--- src/rtl/ccm_pkg.sv ---
// Shared constants, types and codes for the clause co-occurrence matrix.
// Used by every module of the block; depends on nothing else.
`default_nettype none
package ccm_pkg;

  // Sizing of the matrix, the clause buffer and one matrix cell.
  localparam int NUM_VARS   = 256;
  localparam int MAX_CLAUSE = 32;
  localparam int CELL_BITS  = 16;

  // Fixed field widths of the item ports.
  localparam int LIT_BITS   = 9;
  localparam int IDX_BITS   = 8;
  localparam int VALUE_BITS = 16;
  localparam int STAT_BITS  = 2;

  // Derived widths.
  localparam int VAR_BITS      = (NUM_VARS > 1) ? $clog2(NUM_VARS) : 1;
  localparam int LEN_BITS      = $clog2(MAX_CLAUSE + 1);
  localparam int BUF_ADDR_BITS = (MAX_CLAUSE > 1) ? $clog2(MAX_CLAUSE) : 1;
  localparam int MAT_ADDR_BITS = 2 * VAR_BITS;

  // Q1.15 weight: quotient of 2^15 by the clause length minus one.
  localparam int Q_BITS    = 16;
  localparam int STEP_BITS = $clog2(Q_BITS);

  typedef logic [VAR_BITS-1:0]      var_t;
  typedef logic [LEN_BITS-1:0]      len_t;
  typedef logic [BUF_ADDR_BITS-1:0] buf_addr_t;
  typedef logic [CELL_BITS-1:0]     cell_t;
  typedef logic [MAT_ADDR_BITS-1:0] mat_addr_t;

  localparam cell_t CELL_MAX = '1;

  // Command codes.
  localparam logic CMD_ADD  = 1'b0;
  localparam logic CMD_READ = 1'b1;

  // Result status codes.
  localparam logic [STAT_BITS-1:0] STATUS_READ = 2'd0;
  localparam logic [STAT_BITS-1:0] STATUS_DONE = 2'd1;
  localparam logic [STAT_BITS-1:0] STATUS_OVFL = 2'd2;

  // Write request to the matrix memory.
  typedef struct packed {
    logic      en;
    mat_addr_t addr;
    cell_t     data;
  } mat_wr_t;

  // Write request to the clause buffer.
  typedef struct packed {
    logic      en;
    buf_addr_t addr;
    var_t      data;
  } buf_wr_t;

endpackage
`default_nettype wire

--- src/rtl/ccm_weight_div.sv ---
// Serial divider that forms the Q1.15 clause weight, one quotient bit a cycle.
// Depends on ccm_pkg.
`default_nettype none
module ccm_weight_div (
  input  wire logic                 clk,
  input  wire logic                 rst,
  input  wire logic                 start,
  input  wire ccm_pkg::len_t        divisor,
  output logic                      done,
  output ccm_pkg::cell_t            weight
);

  logic                              busy;
  logic [ccm_pkg::STEP_BITS-1:0]     step;
  ccm_pkg::len_t                     rem;
  ccm_pkg::len_t                     dvs;
  logic [ccm_pkg::Q_BITS-1:0]        quo;
  logic [ccm_pkg::LEN_BITS:0]        rem_sh;
  logic                              ge;
  logic                              dbit;

  // The dividend is 2^15: only its top bit is set.
  assign dbit   = (step == ccm_pkg::STEP_BITS'(ccm_pkg::Q_BITS - 1));
  assign rem_sh = {rem, dbit};
  assign ge     = (rem_sh >= {1'b0, dvs});

  // Restoring division, most significant quotient bit first.
  always_ff @(posedge clk) begin
    if (rst) begin
      busy <= 1'b0;
      done <= 1'b0;
    end else if (start) begin
      busy <= 1'b1;
      done <= 1'b0;
      step <= ccm_pkg::STEP_BITS'(ccm_pkg::Q_BITS - 1);
      rem  <= '0;
      dvs  <= divisor;
    end else if (busy) begin
      rem  <= ge ? ccm_pkg::LEN_BITS'(rem_sh - {1'b0, dvs})
                 : ccm_pkg::LEN_BITS'(rem_sh);
      quo  <= {quo[ccm_pkg::Q_BITS-2:0], ge};
      step <= step - 1'b1;
      if (step == '0) begin
        busy <= 1'b0;
        done <= 1'b1;
      end
    end
  end

  // Saturate the quotient to the cell range.
  always_comb begin
    if (32'(quo) > 32'(ccm_pkg::CELL_MAX)) begin
      weight = ccm_pkg::CELL_MAX;
    end else begin
      weight = ccm_pkg::CELL_BITS'(quo);
    end
  end

endmodule
`default_nettype wire

--- config.mk ---
export PLATFORM = sky130hd
export DESIGN_NAME = ccm_weight_div
export DESIGN_NICKNAME = d
export VERILOG_FILES = /design/src/rtl/ccm_pkg.sv /design/src/rtl/ccm_weight_div.sv
export SDC_FILE = /design/constraint.sdc
export NUM_CORES = 1
export LEC_CHECK = 0
export BUFFER_PORTS_ARGS = -buffer_cell sky130_fd_sc_hd__buf_2
export CORE_MARGIN = 1
export CORE_UTILIZATION = 58
export CTS_CLUSTER_SIZE = 24
export DETAILED_ROUTE_END_ITERATION = 8
export PLACE_DENSITY = 0.81
export SLEW_MARGIN = 15
export SYNTH_ARGS = -nofsm -noshare
export SYNTH_HDL_FRONTEND = slang
export SYNTH_SLANG_ARGS = --single-unit
--- constraint.sdc ---
create_clock -name clk -period 3.3 [get_ports clk]
set_input_delay 0 -clock clk [delete_from_list [all_inputs] [get_ports clk]]
set_output_delay 0 -clock clk [all_outputs]
set_load 0.02 [all_outputs]
==> out/qor.yml <==
status:
  status: "finished clean"
place:
  dp_hpwl_um: 1820
  gp_congestion: 0.867
  port_buffers: 25
global_routing:
  grt_first_pass_wirelength_um: 4240
  grtUsageTotal: 0.227
  grt.overflow.total: 0
  grt_antenna_before_repair: 0
  grt_max_degree: 17
  grt_pass1_vias: 956
logic_synthesis:
  synth_top_area_share: 0.642
  yosys.area.top_type: "edfxtp_1"
  netlist_top_cells_area: "edfxtp_1 (64%), ha_1 (7.5%), dfxtp_1 (2.7%)"
  yosysSeqAreaShare: 0.668
  synth.distinct_cells: 29
  async_flop_share: 0
  yosysWarnings: 0
  synth_fp_nets: 123
  ys_top_cells_by_count: "edfxtp_1 (32), ha_1 (9), inv_1 (8), nor2_1 (8), nand2_1 (6)"
  syn_area_um2: 1500
  synth_ff_type: "edfxtp_1"
  synth_cells: 104
  synth_most_common_cell: "edfxtp_1"
  synth-edff-count: 32
  syn_area_per_cell_um2: 14.4
  ys_ff_latch: 34
clock_network:
  cts_root_buf: "clkbuf_4"
  cts_buffers: 5
  clkTransAtPathRegs_ns: 0.11
  clk_latency_ns: 0.33
  clock_path_buffers: 2
  cts.sinks: 34
  htreeDepth: 2
  cts_tree: "yes"
cells_and_area:
  drive_above_1_share: 0.257
  utilization: 0.751
  syn_to_final_growth_pct: 23.1
  fillers: 156
  diodes: 0
  fin_nets: 162
routing:
  avgViaCountPerCell: 5.52
  wl_per_cell_um: 15.6
  wirelength_um: 2710
  drtIter0Drc: 12
  route.detailed.drc: 0
  ant_nets: 0
  firstDrtPassIters: 4
  vias: 961
sta:
  hold_viol: 0
  period_needed_ns: 2.17
  fin_skew_ns: 0.0137
  setup_tns_ns: 0
  slew_violations: 0
  tightest_slew_ns: 1.15
  max_freq_ghz: 0.460
  rsz0062_at_grt: "no"
  finalCritPeriodShare: 0.658
  max_slew_margin: 0.232
  setup_violations: 0
setup_path:
  worst-r2r-cell-count: 8
  r2r-start: "step[0]$_SDFFCE_PP1P_"
  startpoint_type: "flop"
  critical_path_arrival_ns: 2.31
  cp_cell_sequence: "ha_1, nand3_1, ha_1, nand2b_1, a31oi_1, o21ai_4, nor2b_1, a211oi_1"
  worstPathMaxFanout: 10
  required_ns: 3.44
  endpoint_kind: "flop"
  cpMostUsedCell: "ha_1"
  r2r_slack_ns: 1.13
  path_class: "reg2reg"
  cpPeakStageDelay_ns: 0.40
  cp.buffers_inverters: 0
  cpLargestDelayFamily: "compound AO/OA/AOI/OAI gates"
  r2r-end: "rem[0]$_SDFFCE_PP0P_"
  critPathSlowestCell: "edfxtp_1"
floorplanning:
  core_um2: 2450
  rows: 18
  die_area_um2: 2790
  die_w_um: 52.8
  die_h_um: 52.8
  start_util: 0.610
  io_pins: 26
power:
  vdd_drop_max_mv: 0.530
  powerDensity_nw_per_um2: 555
  p_leak_nw: 0.738
min_path:
  hold_class: "in2reg"
  min_path_cells: 2
  hp-start: "divisor[3]"
  holdPathEnd: "dvs[3]$_DFFE_PP_"
job:
  drv_cap: 0
logic make-up after synthesis:
family | synth area share
flops | 0.668
simple gates | 0.0819
compound gates | 0.0994
buf+inv | 0.0251
fa+ha+maj | 0.0886
xor+xnor | 0.0234
mux | 0.0134
repair_timing:
action | 4_1_cts | 5_1_grt
hold endpoints to repair | 8 | 0
buffers inserted | 0 | 0
hold buffers | 8 | 0
resized for setup | 0 | 0
report_power, final:
| part | internal, mW | switching [mW] |
|---|---|---|
| sequential | 0.497 | 0.0115 |
| clock | 0.233 | 0.137 |
| combinational | 0.0631 | 0.0800 |
registers in the layout, indices dropped and copies added, names as in the netlist:
register / cells
rem: 6
done: 1
step: 4
busy: 1
dvs: 6
weight: 16
worst register-to-register path, delay by kind of cell, from the launching register on:
kind | cells | cell delay [ns]
fa+ha+maj | 2 | 0.48
compound gates | 3 | 0.79
simple gates | 3 | 0.31
flops | 1 | 0.40
worst max-delay path by stage:
stage               slack (ns)              endpoint  depth (start not counted)             startpoint
floorplan                 1.31   weight[0]$_DFFE_PP_                          1        busy$_SDFF_PP0_
global placement          1.17  rem[3]$_SDFFCE_PP0P_                          8  step[0]$_SDFFCE_PP1P_
detailed placement        1.12  rem[3]$_SDFFCE_PP0P_                          8  step[0]$_SDFFCE_PP1P_
CTS                       1.11  rem[3]$_SDFFCE_PP0P_                          8  step[0]$_SDFFCE_PP1P_
global route              0.98  rem[0]$_SDFFCE_PP0P_                          8  step[0]$_SDFFCE_PP1P_
finish                    1.13  rem[0]$_SDFFCE_PP0P_                          8  step[0]$_SDFFCE_PP1P_
final cells by class:
class	count	area (um^2)	share of cell area
Sequential cell	34	1000	0.543
Multi-Input combinational cell	60	464	0.252
Timing Repair Buffer	33	205	0.111
Clock inverter	3	63.8	0.0346
Clock buffer	5	37.5	0.0204
Tap cell	30	37.5	0.0204
Inverter	9	33.8	0.0183
cell usage in the layout, fill, tap and decap left out:
cell type,count
a31oi_1,2
o31a_1,1
nand2_1,6
clkinv_1,2
xnor2_1,4
a211oi_2,1
clkbuf_4,5
fa_1,1
nor3b_2,1
a311oi_1,1
inv_1,8
nand3_1,2
o32ai_2,1
mux2i_1,2
ha_1,9
nor3_1,3
nand2_2,1
edfxtp_1,32
nand2b_1,2
o21a_1,3
a211oi_1,2
a21o_1,2
nor2b_1,3
bufinv_16,2
nor2_1,8
buf_2,25
a21oi_1,1
dfxtp_1,2
o21ai_4,1
o21ai_0,2
dlygate4sd3_1,8
o22ai_1,1
routing by layer:
layer / track usage / part of all wire / up-vias
li1: - / - / 459
met5: 0 / 0 / -
met1: 0.262 / 0.42 / 470
met3: 0.0928 / 0.042 / 5
met2: 0.371 / 0.53 / 27
met4: 0.0921 / 0.0092 / 0
metrics by stage:
| stage | power, mW | setup WS (ns) | instances | hold slack (ns) | cell area, um^2 |
|---|---|---|---|---|---|
| floorplan | 0.618 | 1.31 | 104 | 0.0721 | 1500 |
| global placement | 0.646 | 1.17 | 158 | 0.177 | 1660 |
| detailed placement | 0.652 | 1.12 | 158 | 0.178 | 1660 |
| CTS | 1.03 | 1.11 | 174 | 0.357 | 1840 |
| global route | 1.06 | 0.984 | 174 | 0.356 | 1840 |
| finish | 1.02 | 1.13 | 174 | 0.371 | 1840 |
No activity file was read; power rests on OpenSTA's default activity.
