$ cat config.mk
export PLATFORM = sky130hd
export DESIGN_NAME = ccm_clause_buf
export DESIGN_NICKNAME = d
export VERILOG_FILES = /design/src/rtl/ccm_pkg.sv /design/src/rtl/ccm_clause_buf.sv
export SDC_FILE = /design/constraint.sdc
export NUM_CORES = 1
export LEC_CHECK = 0
export CAP_MARGIN = 15
export CORE_MARGIN = 1
export CORE_UTILIZATION = 30
export CTS_CLUSTER_DIAMETER = 50
export DETAILED_ROUTE_END_ITERATION = 16
export DONT_BUFFER_PORTS = 1
export GPL_TIMING_DRIVEN = 0
export RECOVER_POWER = 100
export SYNTH_ARGS = -nofsm -noshare
export SYNTH_HDL_FRONTEND = slang
export SYNTH_SLANG_ARGS = --single-unit
$ cat constraint.sdc
create_clock -name clk -period 3.5 [get_ports clk]
set_input_delay 0.35 -clock clk [delete_from_list [all_inputs] [get_ports clk]]
set_output_delay 0.35 -clock clk [all_outputs]
set_load 0.02 [all_outputs]
$ cat src/rtl/ccm_pkg.sv
// Shared constants, types and codes for the clause co-occurrence matrix.
// Used by every module of the block; depends on nothing else.
`default_nettype none
package ccm_pkg;

  // Sizing of the matrix, the clause buffer and one matrix cell.
  localparam int NUM_VARS   = 256;
  localparam int MAX_CLAUSE = 32;
  localparam int CELL_BITS  = 16;

  // Fixed field widths of the item ports.
  localparam int LIT_BITS   = 9;
  localparam int IDX_BITS   = 8;
  localparam int VALUE_BITS = 16;
  localparam int STAT_BITS  = 2;

  // Derived widths.
  localparam int VAR_BITS      = (NUM_VARS > 1) ? $clog2(NUM_VARS) : 1;
  localparam int LEN_BITS      = $clog2(MAX_CLAUSE + 1);
  localparam int BUF_ADDR_BITS = (MAX_CLAUSE > 1) ? $clog2(MAX_CLAUSE) : 1;
  localparam int MAT_ADDR_BITS = 2 * VAR_BITS;

  // Q1.15 weight: quotient of 2^15 by the clause length minus one.
  localparam int Q_BITS    = 16;
  localparam int STEP_BITS = $clog2(Q_BITS);

  typedef logic [VAR_BITS-1:0]      var_t;
  typedef logic [LEN_BITS-1:0]      len_t;
  typedef logic [BUF_ADDR_BITS-1:0] buf_addr_t;
  typedef logic [CELL_BITS-1:0]     cell_t;
  typedef logic [MAT_ADDR_BITS-1:0] mat_addr_t;

  localparam cell_t CELL_MAX = '1;

  // Command codes.
  localparam logic CMD_ADD  = 1'b0;
  localparam logic CMD_READ = 1'b1;

  // Result status codes.
  localparam logic [STAT_BITS-1:0] STATUS_READ = 2'd0;
  localparam logic [STAT_BITS-1:0] STATUS_DONE = 2'd1;
  localparam logic [STAT_BITS-1:0] STATUS_OVFL = 2'd2;

  // Write request to the matrix memory.
  typedef struct packed {
    logic      en;
    mat_addr_t addr;
    cell_t     data;
  } mat_wr_t;

  // Write request to the clause buffer.
  typedef struct packed {
    logic      en;
    buf_addr_t addr;
    var_t      data;
  } buf_wr_t;

endpackage
`default_nettype wire

$ cat src/rtl/ccm_clause_buf.sv
// Clause buffer: variable indices of the open clause, one write port and
// two registered read ports. Depends on ccm_pkg.
`default_nettype none
module ccm_clause_buf (
  input  wire logic               clk,
  input  wire ccm_pkg::buf_wr_t   wr,
  input  wire ccm_pkg::buf_addr_t rd_addr_a,
  input  wire ccm_pkg::buf_addr_t rd_addr_b,
  output ccm_pkg::var_t           rd_data_a,
  output ccm_pkg::var_t           rd_data_b
);

  ccm_pkg::var_t mem [ccm_pkg::MAX_CLAUSE];

  // Write port.
  always_ff @(posedge clk) begin
    if (wr.en) begin
      mem[wr.addr] <= wr.data;
    end
  end

  // Two read ports with registered data.
  always_ff @(posedge clk) begin
    rd_data_a <= mem[rd_addr_a];
    rd_data_b <= mem[rd_addr_b];
  end

endmodule
`default_nettype wire

==> metrics.md, run 1 <==
| Metric | Value |
|---|---|
| Clock Latency Late Sink | about 0.55 ns |
| Finish-stage setup viols | 0 |
| Unrepaired setup endpoints after global routing | no |
| Share of layout cells above drive strength 1 | 40.37% |
| Starting Density | just over 30% |
| Most frequent cells in the layout | 256 x edfxtp_1, 160 x mux4_2, 33 x nor2_1, 29 x clkbuf_16, 19 x clkbuf_1 |
| Vias per cell | ~5.7 |
| Remaining antenna violation count | 0 |
| Global-route wire length before repair | slightly below 50,000 um |
| Reg2Reg Depth | 3 |
| R2R setup slack | 1.54 ns |
| Die H | around 200 um |
| Final hold vios | 0 |
| Worst Hold End | mem[29][5] |
| R2R Path Start | mem[22][0] |
| Fillers | roughly 3,600 |
| Outcome | complete, but fails checks |
| Core footprint | 0.03991 mm^2 |
| Leakage | roughly 0.0042 uW |
| Avg Cell Area, Syn | ~23 um^2 |
| Sum Neg Setup Slack | 0 ns |
| CTS tree | built |
| CP endpoint kind | register |
| I/O pin count | roughly 40 |
| Syn. warnings | 0 |
| Post-synth net total | around 560 |
| Total Wirelength | around 34,000 um |
| GR Overflow Total | 0 |
| DR vias | 6,355 |
| Antenna violations before repair | 1 |
| Yosys reg bits | roughly 270 |
| WS Path Type | input pin to register |
| Die Area | about 0.042 mm^2 |
| Syn Std Cell Area | 0.01221 mm^2 |
| Fin util | between 30% and 40% |
| Final min period | about 2.6 ns |
| Max-cap viol count | 5 |
| Clk slew on worst S/H paths | approximately 0.060 ns |
| Min-delay src | wr[11] |
| Largest net degree at the start of global routing | 33 |
| Synth unique cells | 15 |
| Worst-margin pin slew | ~1.6 ns |
| Num CTS Buffers | 28 |
| Clock Sink Count | ~270 |
| Reg-to-reg endpoint | rd_data_a[0] |
| Final nets | ~600 |
| Commonest non-fill, non-tap cell in the layout | edfxtp_1 |
| Max-slew headroom | -5.745% |
| First DRT Iteration DRCs | between 900 and 1,000 |
| Synthesized instance count | about 530 |
| Startpoint Class | input pin |
| Final Wtd Congestion | between 0.8 and 0.9 |
| Standard-cell row count | 73 |
| Crit path required time | ~3.9 ns |
| Area Overhead vs Synth | 13.38% |
| Fmax | around 380 MHz |
| Drt first pass iters | 5 |
| Total GRT Usage | ~17% |
| Power per Cell Area | approximately 520 mW/mm^2 |
| DP HPWL | around 24,000 um |
| Chip width | 203.7 um |
| WL/cell | 30.80 um |
| Number of global-route vias before repair | 6,656 |
| CTS root buffer | clkbuf_16 |
| I/O Buffers | 0 |
| Worst Path Max Fanout | 10 |
| Failing checks | max-capacitance violations, max-slew violations |
| VDD IR max | between 300 and 400 uV |
| Worst hold path cell count | 2 |
| DRC | 0 |
| H-tree depth | 1 |
| Max-slew violations | about 130 |
| CP arrival | roughly 3 ns |
| Seq/Total Area, Yosys | 65.59% |
| Bufs on Longest Clock Path | 3 |
| Hold Crit Class | input pin to register |
| Final Skew | ~0.016 ns |
| Fin crit share | between 70% and 80% |
## Yosys cell counts (all sizes together)
cell | number | share of area (%)
nand3b | 5 | 0.31
buf | 32 | 1.5
nor2 | 33 | 1.0
dfxtp | 16 | 2.6
or3b | 3 | 0.22
or3 | 1 | 0.051
clkbuf | 7 | 0.22
nand2 | 1 | 0.031
mux2 | 16 | 1.5
edfxtp | 256 | 63
mux4 | 160 | 30
nand3 | 2 | 0.082
## worst max path at each step
stage                 start           end  slack [ns]  depth (start not counted)
2_1_floorplan  rd_addr_b[1]  rd_data_b[0]        1.35                          5
3_3_place_gp   rd_addr_a[2]  rd_data_a[1]        0.42                          5
3_5_place_dp   rd_addr_a[2]  rd_data_a[3]        0.42                          5
4_1_cts        rd_addr_a[2]  rd_data_a[3]        0.98                          5
5_1_grt        rd_addr_a[2]  rd_data_a[0]        0.93                          5
6_report       rd_addr_a[2]  rd_data_a[0]        0.90                          5
## area by class of cell
cell class / instances / area, um^2 / area share, %
sequential: 272 / 8008 / 57.86
multi-input combinational: 221 / 3991 / 28.84
clock buffer: 38 / 807.0 / 5.831
tap: 525 / 656.9 / 4.746
buffer: 39 / 209.0 / 1.510
clock inverter: 14 / 123.9 / 0.8950
timing repair buffer: 8 / 42.54 / 0.3074
antenna: 1 / 2.502 / 0.01808
## report_power, final
| group | switching [uW] | internal, uW |
|---|---|---|
| Clock | 1270 | 1710 |
| Sequential | 60.4 | 3620 |
| Combinational | 317 | 255 |
| Total | 1650 | 5580 |
## metrics by stage
| step | setup WS (ns) | cell area [um^2] | hold slack, ns | total power [uW] | instances |
|---|---|---|---|---|---|
| 6_report | 0.9011 | 13840 | 0.3207 | 7234 | 1118 |
| 5_1_grt | 0.9259 | 13840 | 0.3370 | 7411 | 1117 |
| 4_1_cts | 0.9825 | 13940 | 0.08595 | 7269 | 1117 |
| 3_5_place_dp | 0.4214 | 12860 | 0.4512 | 4271 | 1057 |
| 3_3_place_gp | 0.4207 | 12860 | 0.4519 | 4258 | 1057 |
| 2_1_floorplan | 1.347 | 12210 | 0.4489 | 4096 | 532 |
## cells by family after synthesis
logic type,Yosys count,share of synthesized area [%]
buffers and inverters,39,1.712
DFF,272,65.59
muxes,176,30.99
and+or+nand+nor,45,1.701
## layer usage
metal / up-vias / global-route usage, % / routed length [um]
met1: 3408 / 21.03 / 12560
met5: - / 0 / 17
li1: 2439 / - / -
met2: 432 / 26.70 / 16450
met4: 2 / 7.734 / 1569
met3: 74 / 5.257 / 3843
## what timing repair did
item | in CTS | in global routing
resized for setup | 0 | 0
hold buffers | 8 | 0
buffers inserted | 0 | 0
endpoints found under the hold margin | 256 | 0
## worst max-delay path, stage by stage
cell,delay [ns]
clkbuf_1,0.51
clkbuf_1,0.81
mux4_2,0.43
mux4_2,0.54
mux2_1,0.36
## state kept, by name, summed over array words and instances (netlist names)
register,cells
mem,256
rd_data_a,8
rd_data_b,8
Power figures use the tool's default switching activity.
==> inputs of run 2 (changes only) <==
clock period = 2.2 ns   (was 3.5 ns; I/O delays follow)
==> metrics.md, run 2 (synthesized netlist as in run 1, its figures left out) <==
| Metric | Value |
|---|---|
| Tot Pwr | 11,540 uW |
| Slowest-stage cell, CP | clkbuf_1 |
| Outcome | complete, but fails checks |
| CTS tree | built |
| Remaining antenna violation count | 0 |
| Largest net degree at the start of global routing | 33 |
| Core footprint | between 0.03 and 0.04 mm^2 |
| Num CTS Buffers | 28 |
| Max-slew violations | between 90 and 100 |
| CP arrival | roughly 2.6 ns |
| CP max stage delay | about 0.71 ns |
| Crit path required time | around 2.6 ns |
| Final nets | 601 |
| Startpoint Class | input pin |
| GR Overflow Total | 0 |
| Power per Cell Area | 827.3 mW/mm^2 |
| Antenna violations before repair | 1 |
| CP endpoint kind | register |
| WS Path Type | input pin to register |
| Failing checks | max-capacitance violations, max-slew violations |
| Max-slew headroom | -8.810% |
| Unrepaired setup endpoints after global routing | no |
| Starting Density | between 30% and 40% |
| Top Registers | mem: 256 flops, rd_data_a: 8 flops, rd_data_b: 8 flops |
| Global-route wire length before repair | about 50,000 um |
| Final Skew | between 0.015 and 0.02 ns |
| CTS root buffer | clkbuf_16 |
| Number of global-route vias before repair | 6,709 |
| Vias per cell | approximately 5.6 |
| Total Wirelength | ~35,000 um |
| Most flops, register | mem |
| VDD IR max | 493.9 uV |
| Clock Latency Late Sink | approximately 0.56 ns |
| Sequence of cells on the critical path | clkbuf_1 -> clkbuf_1 -> mux4_2 -> mux4_2 -> mux2_2 |
| Final hold vios | 0 |
| Finish-stage setup viols | 0 |
| DR vias | about 6,300 |
| Commonest non-fill, non-tap cell in the layout | edfxtp_1 |
| H-tree depth | 1 |
| Chip width | 203.7 um |
| Most frequent cells in the layout | 256 x edfxtp_1, 160 x mux4_2, 33 x nor2_1, 29 x clkbuf_16, 16 x dfxtp_1 |
| I/O pin count | 41 |
| Worst-margin pin slew | 1.632 ns |
| Setup bufs post-CTS | 0 |
| Final Wtd Congestion | 0.8641 |
| Standard-cell row count | between 70 and 80 |
| Hold Crit Class | input pin to register |
| Bufs on Longest Clock Path | 3 |
| Leakage | 0.004211 uW |
| Fin crit share | 99.50% |
| Clk slew on worst S/H paths | about 0.06 ns |
| I/O Buffers | 0 |
| Max-cap viol count | 4 |
| DP HPWL | approximately 24,000 um |
| DRC | 0 |
| Die Area | about 0.042 mm^2 |
| Max FFs per register | around 260 |
| Worst Slack Setup Final | roughly 0.011 ns |
| WL/cell | between 30 and 40 um |
| Worst Path Max Fanout | 10 |
| Clock Sink Count | around 270 |
| Drt first pass iters | 5 |
| Area Overhead vs Synth | 14.24% |
| First DRT Iteration DRCs | 853 |
| Fmax | around 460 MHz |
| Pre-CTS setup slack | -0.7486 ns |
| Final min period | ~2.2 ns |
| Total GRT Usage | about 17% |
| Share of layout cells above drive strength 1 | between 40% and 50% |
| Die H | between 200 and 250 um |
-- run 2: cell types whose count changed in the layout (fill, tap and decap cells not counted) --
| cell | previous run | this run |
|---|---|---|
| buf_1 | 13 | 6 |
| dlygate4sd3_1 | 2 | 8 |
| clkdlybuf4s15_2 | 0 | 5 |
| clkbuf_1 | 19 | 15 |
| clkbuf_2 | 0 | 4 |
| buf_2 | 2 | 4 |
| mux2_1 | 4 | 3 |
| mux2_2 | 12 | 13 |
-- run 2: repair_timing --
| item | 4_1_cts | 5_1_grt |
|---|---|---|
| gates resized for setup | 14 | 2 |
| pin swaps | 0 | 0 |
| hold endpoints to repair | 256 | 0 |
| hold buffers | 14 | 0 |
| setup endpoints to repair | 15 | 3 |
-- run 2: worst paths after layout --
| kind | cells after the start | slack (ns) | to | from |
|---|---|---|---|---|
| setup / recovery | 5 | 0.01 | rd_data_b[1] | rd_addr_b[1] |
| hold / removal | 2 | 0.19 | mem[29][5] | wr[11] |
| setup reg to reg | 3 | 0.25 | rd_data_a[0] | mem[22][0] |
| hold reg to reg | 3 | 0.96 | rd_data_b[6] | mem[14][6] |
-- run 2: cell type report --
type,instances,area [um^2]
Fill cell,3600,25970
Timing Repair Buffer,14,102.6
Sequential cell,272,8008
Tap cell,525,656.9
Antenna cell,1,2.502
Multi-Input combinational cell,221,3991
Clock buffer,38,807.0
Clock inverter,14,123.9
Buffer,39,254.0
-- run 2: per-stage QoR --
step / hold WS (ns) / instance area [um^2] / TNS [ns] / instances / utilization [%]
6_report: 0.1856 / 13950 / 0 / 1124 / 34.94
3_3_place_gp: 0.3219 / 12860 / -11.15 / 1057 / 32.23
5_1_grt: 0.2068 / 13940 / 0 / 1123 / 34.93
3_5_place_dp: 0.3212 / 12860 / -11.54 / 1057 / 32.23
2_1_floorplan: 0.3189 / 12210 / 0 / 532 / -
4_1_cts: 0.1824 / 14040 / 0 / 1123 / 35.17
-- run 2: power by group --
group / leakage (uW) / internal, uW / switching [uW]
registers: 0.00244 / 5760 / 96.0
clock network: 0.000455 / 2710 / 2040
logic: 0.00132 / 417 / 506
-- run 2: critical path, delay by kind of cell --
kind | cells | cell delay (ns)
mux | 3 | 1.24
buf+inv | 2 | 1.15
-- run 2: routing by layer --
| layer | GRT usage, % | vias to the layer above | share of wire (%) |
|---|---|---|---|
| met3 | 5.641 | 69 | 11 |
| met1 | 20.79 | 3390 | 37 |
| li1 | - | 2447 | - |
| met2 | 26.68 | 378 | 48 |
| met5 | 0 | - | 0.049 |
| met4 | 7.922 | 2 | 4.4 |
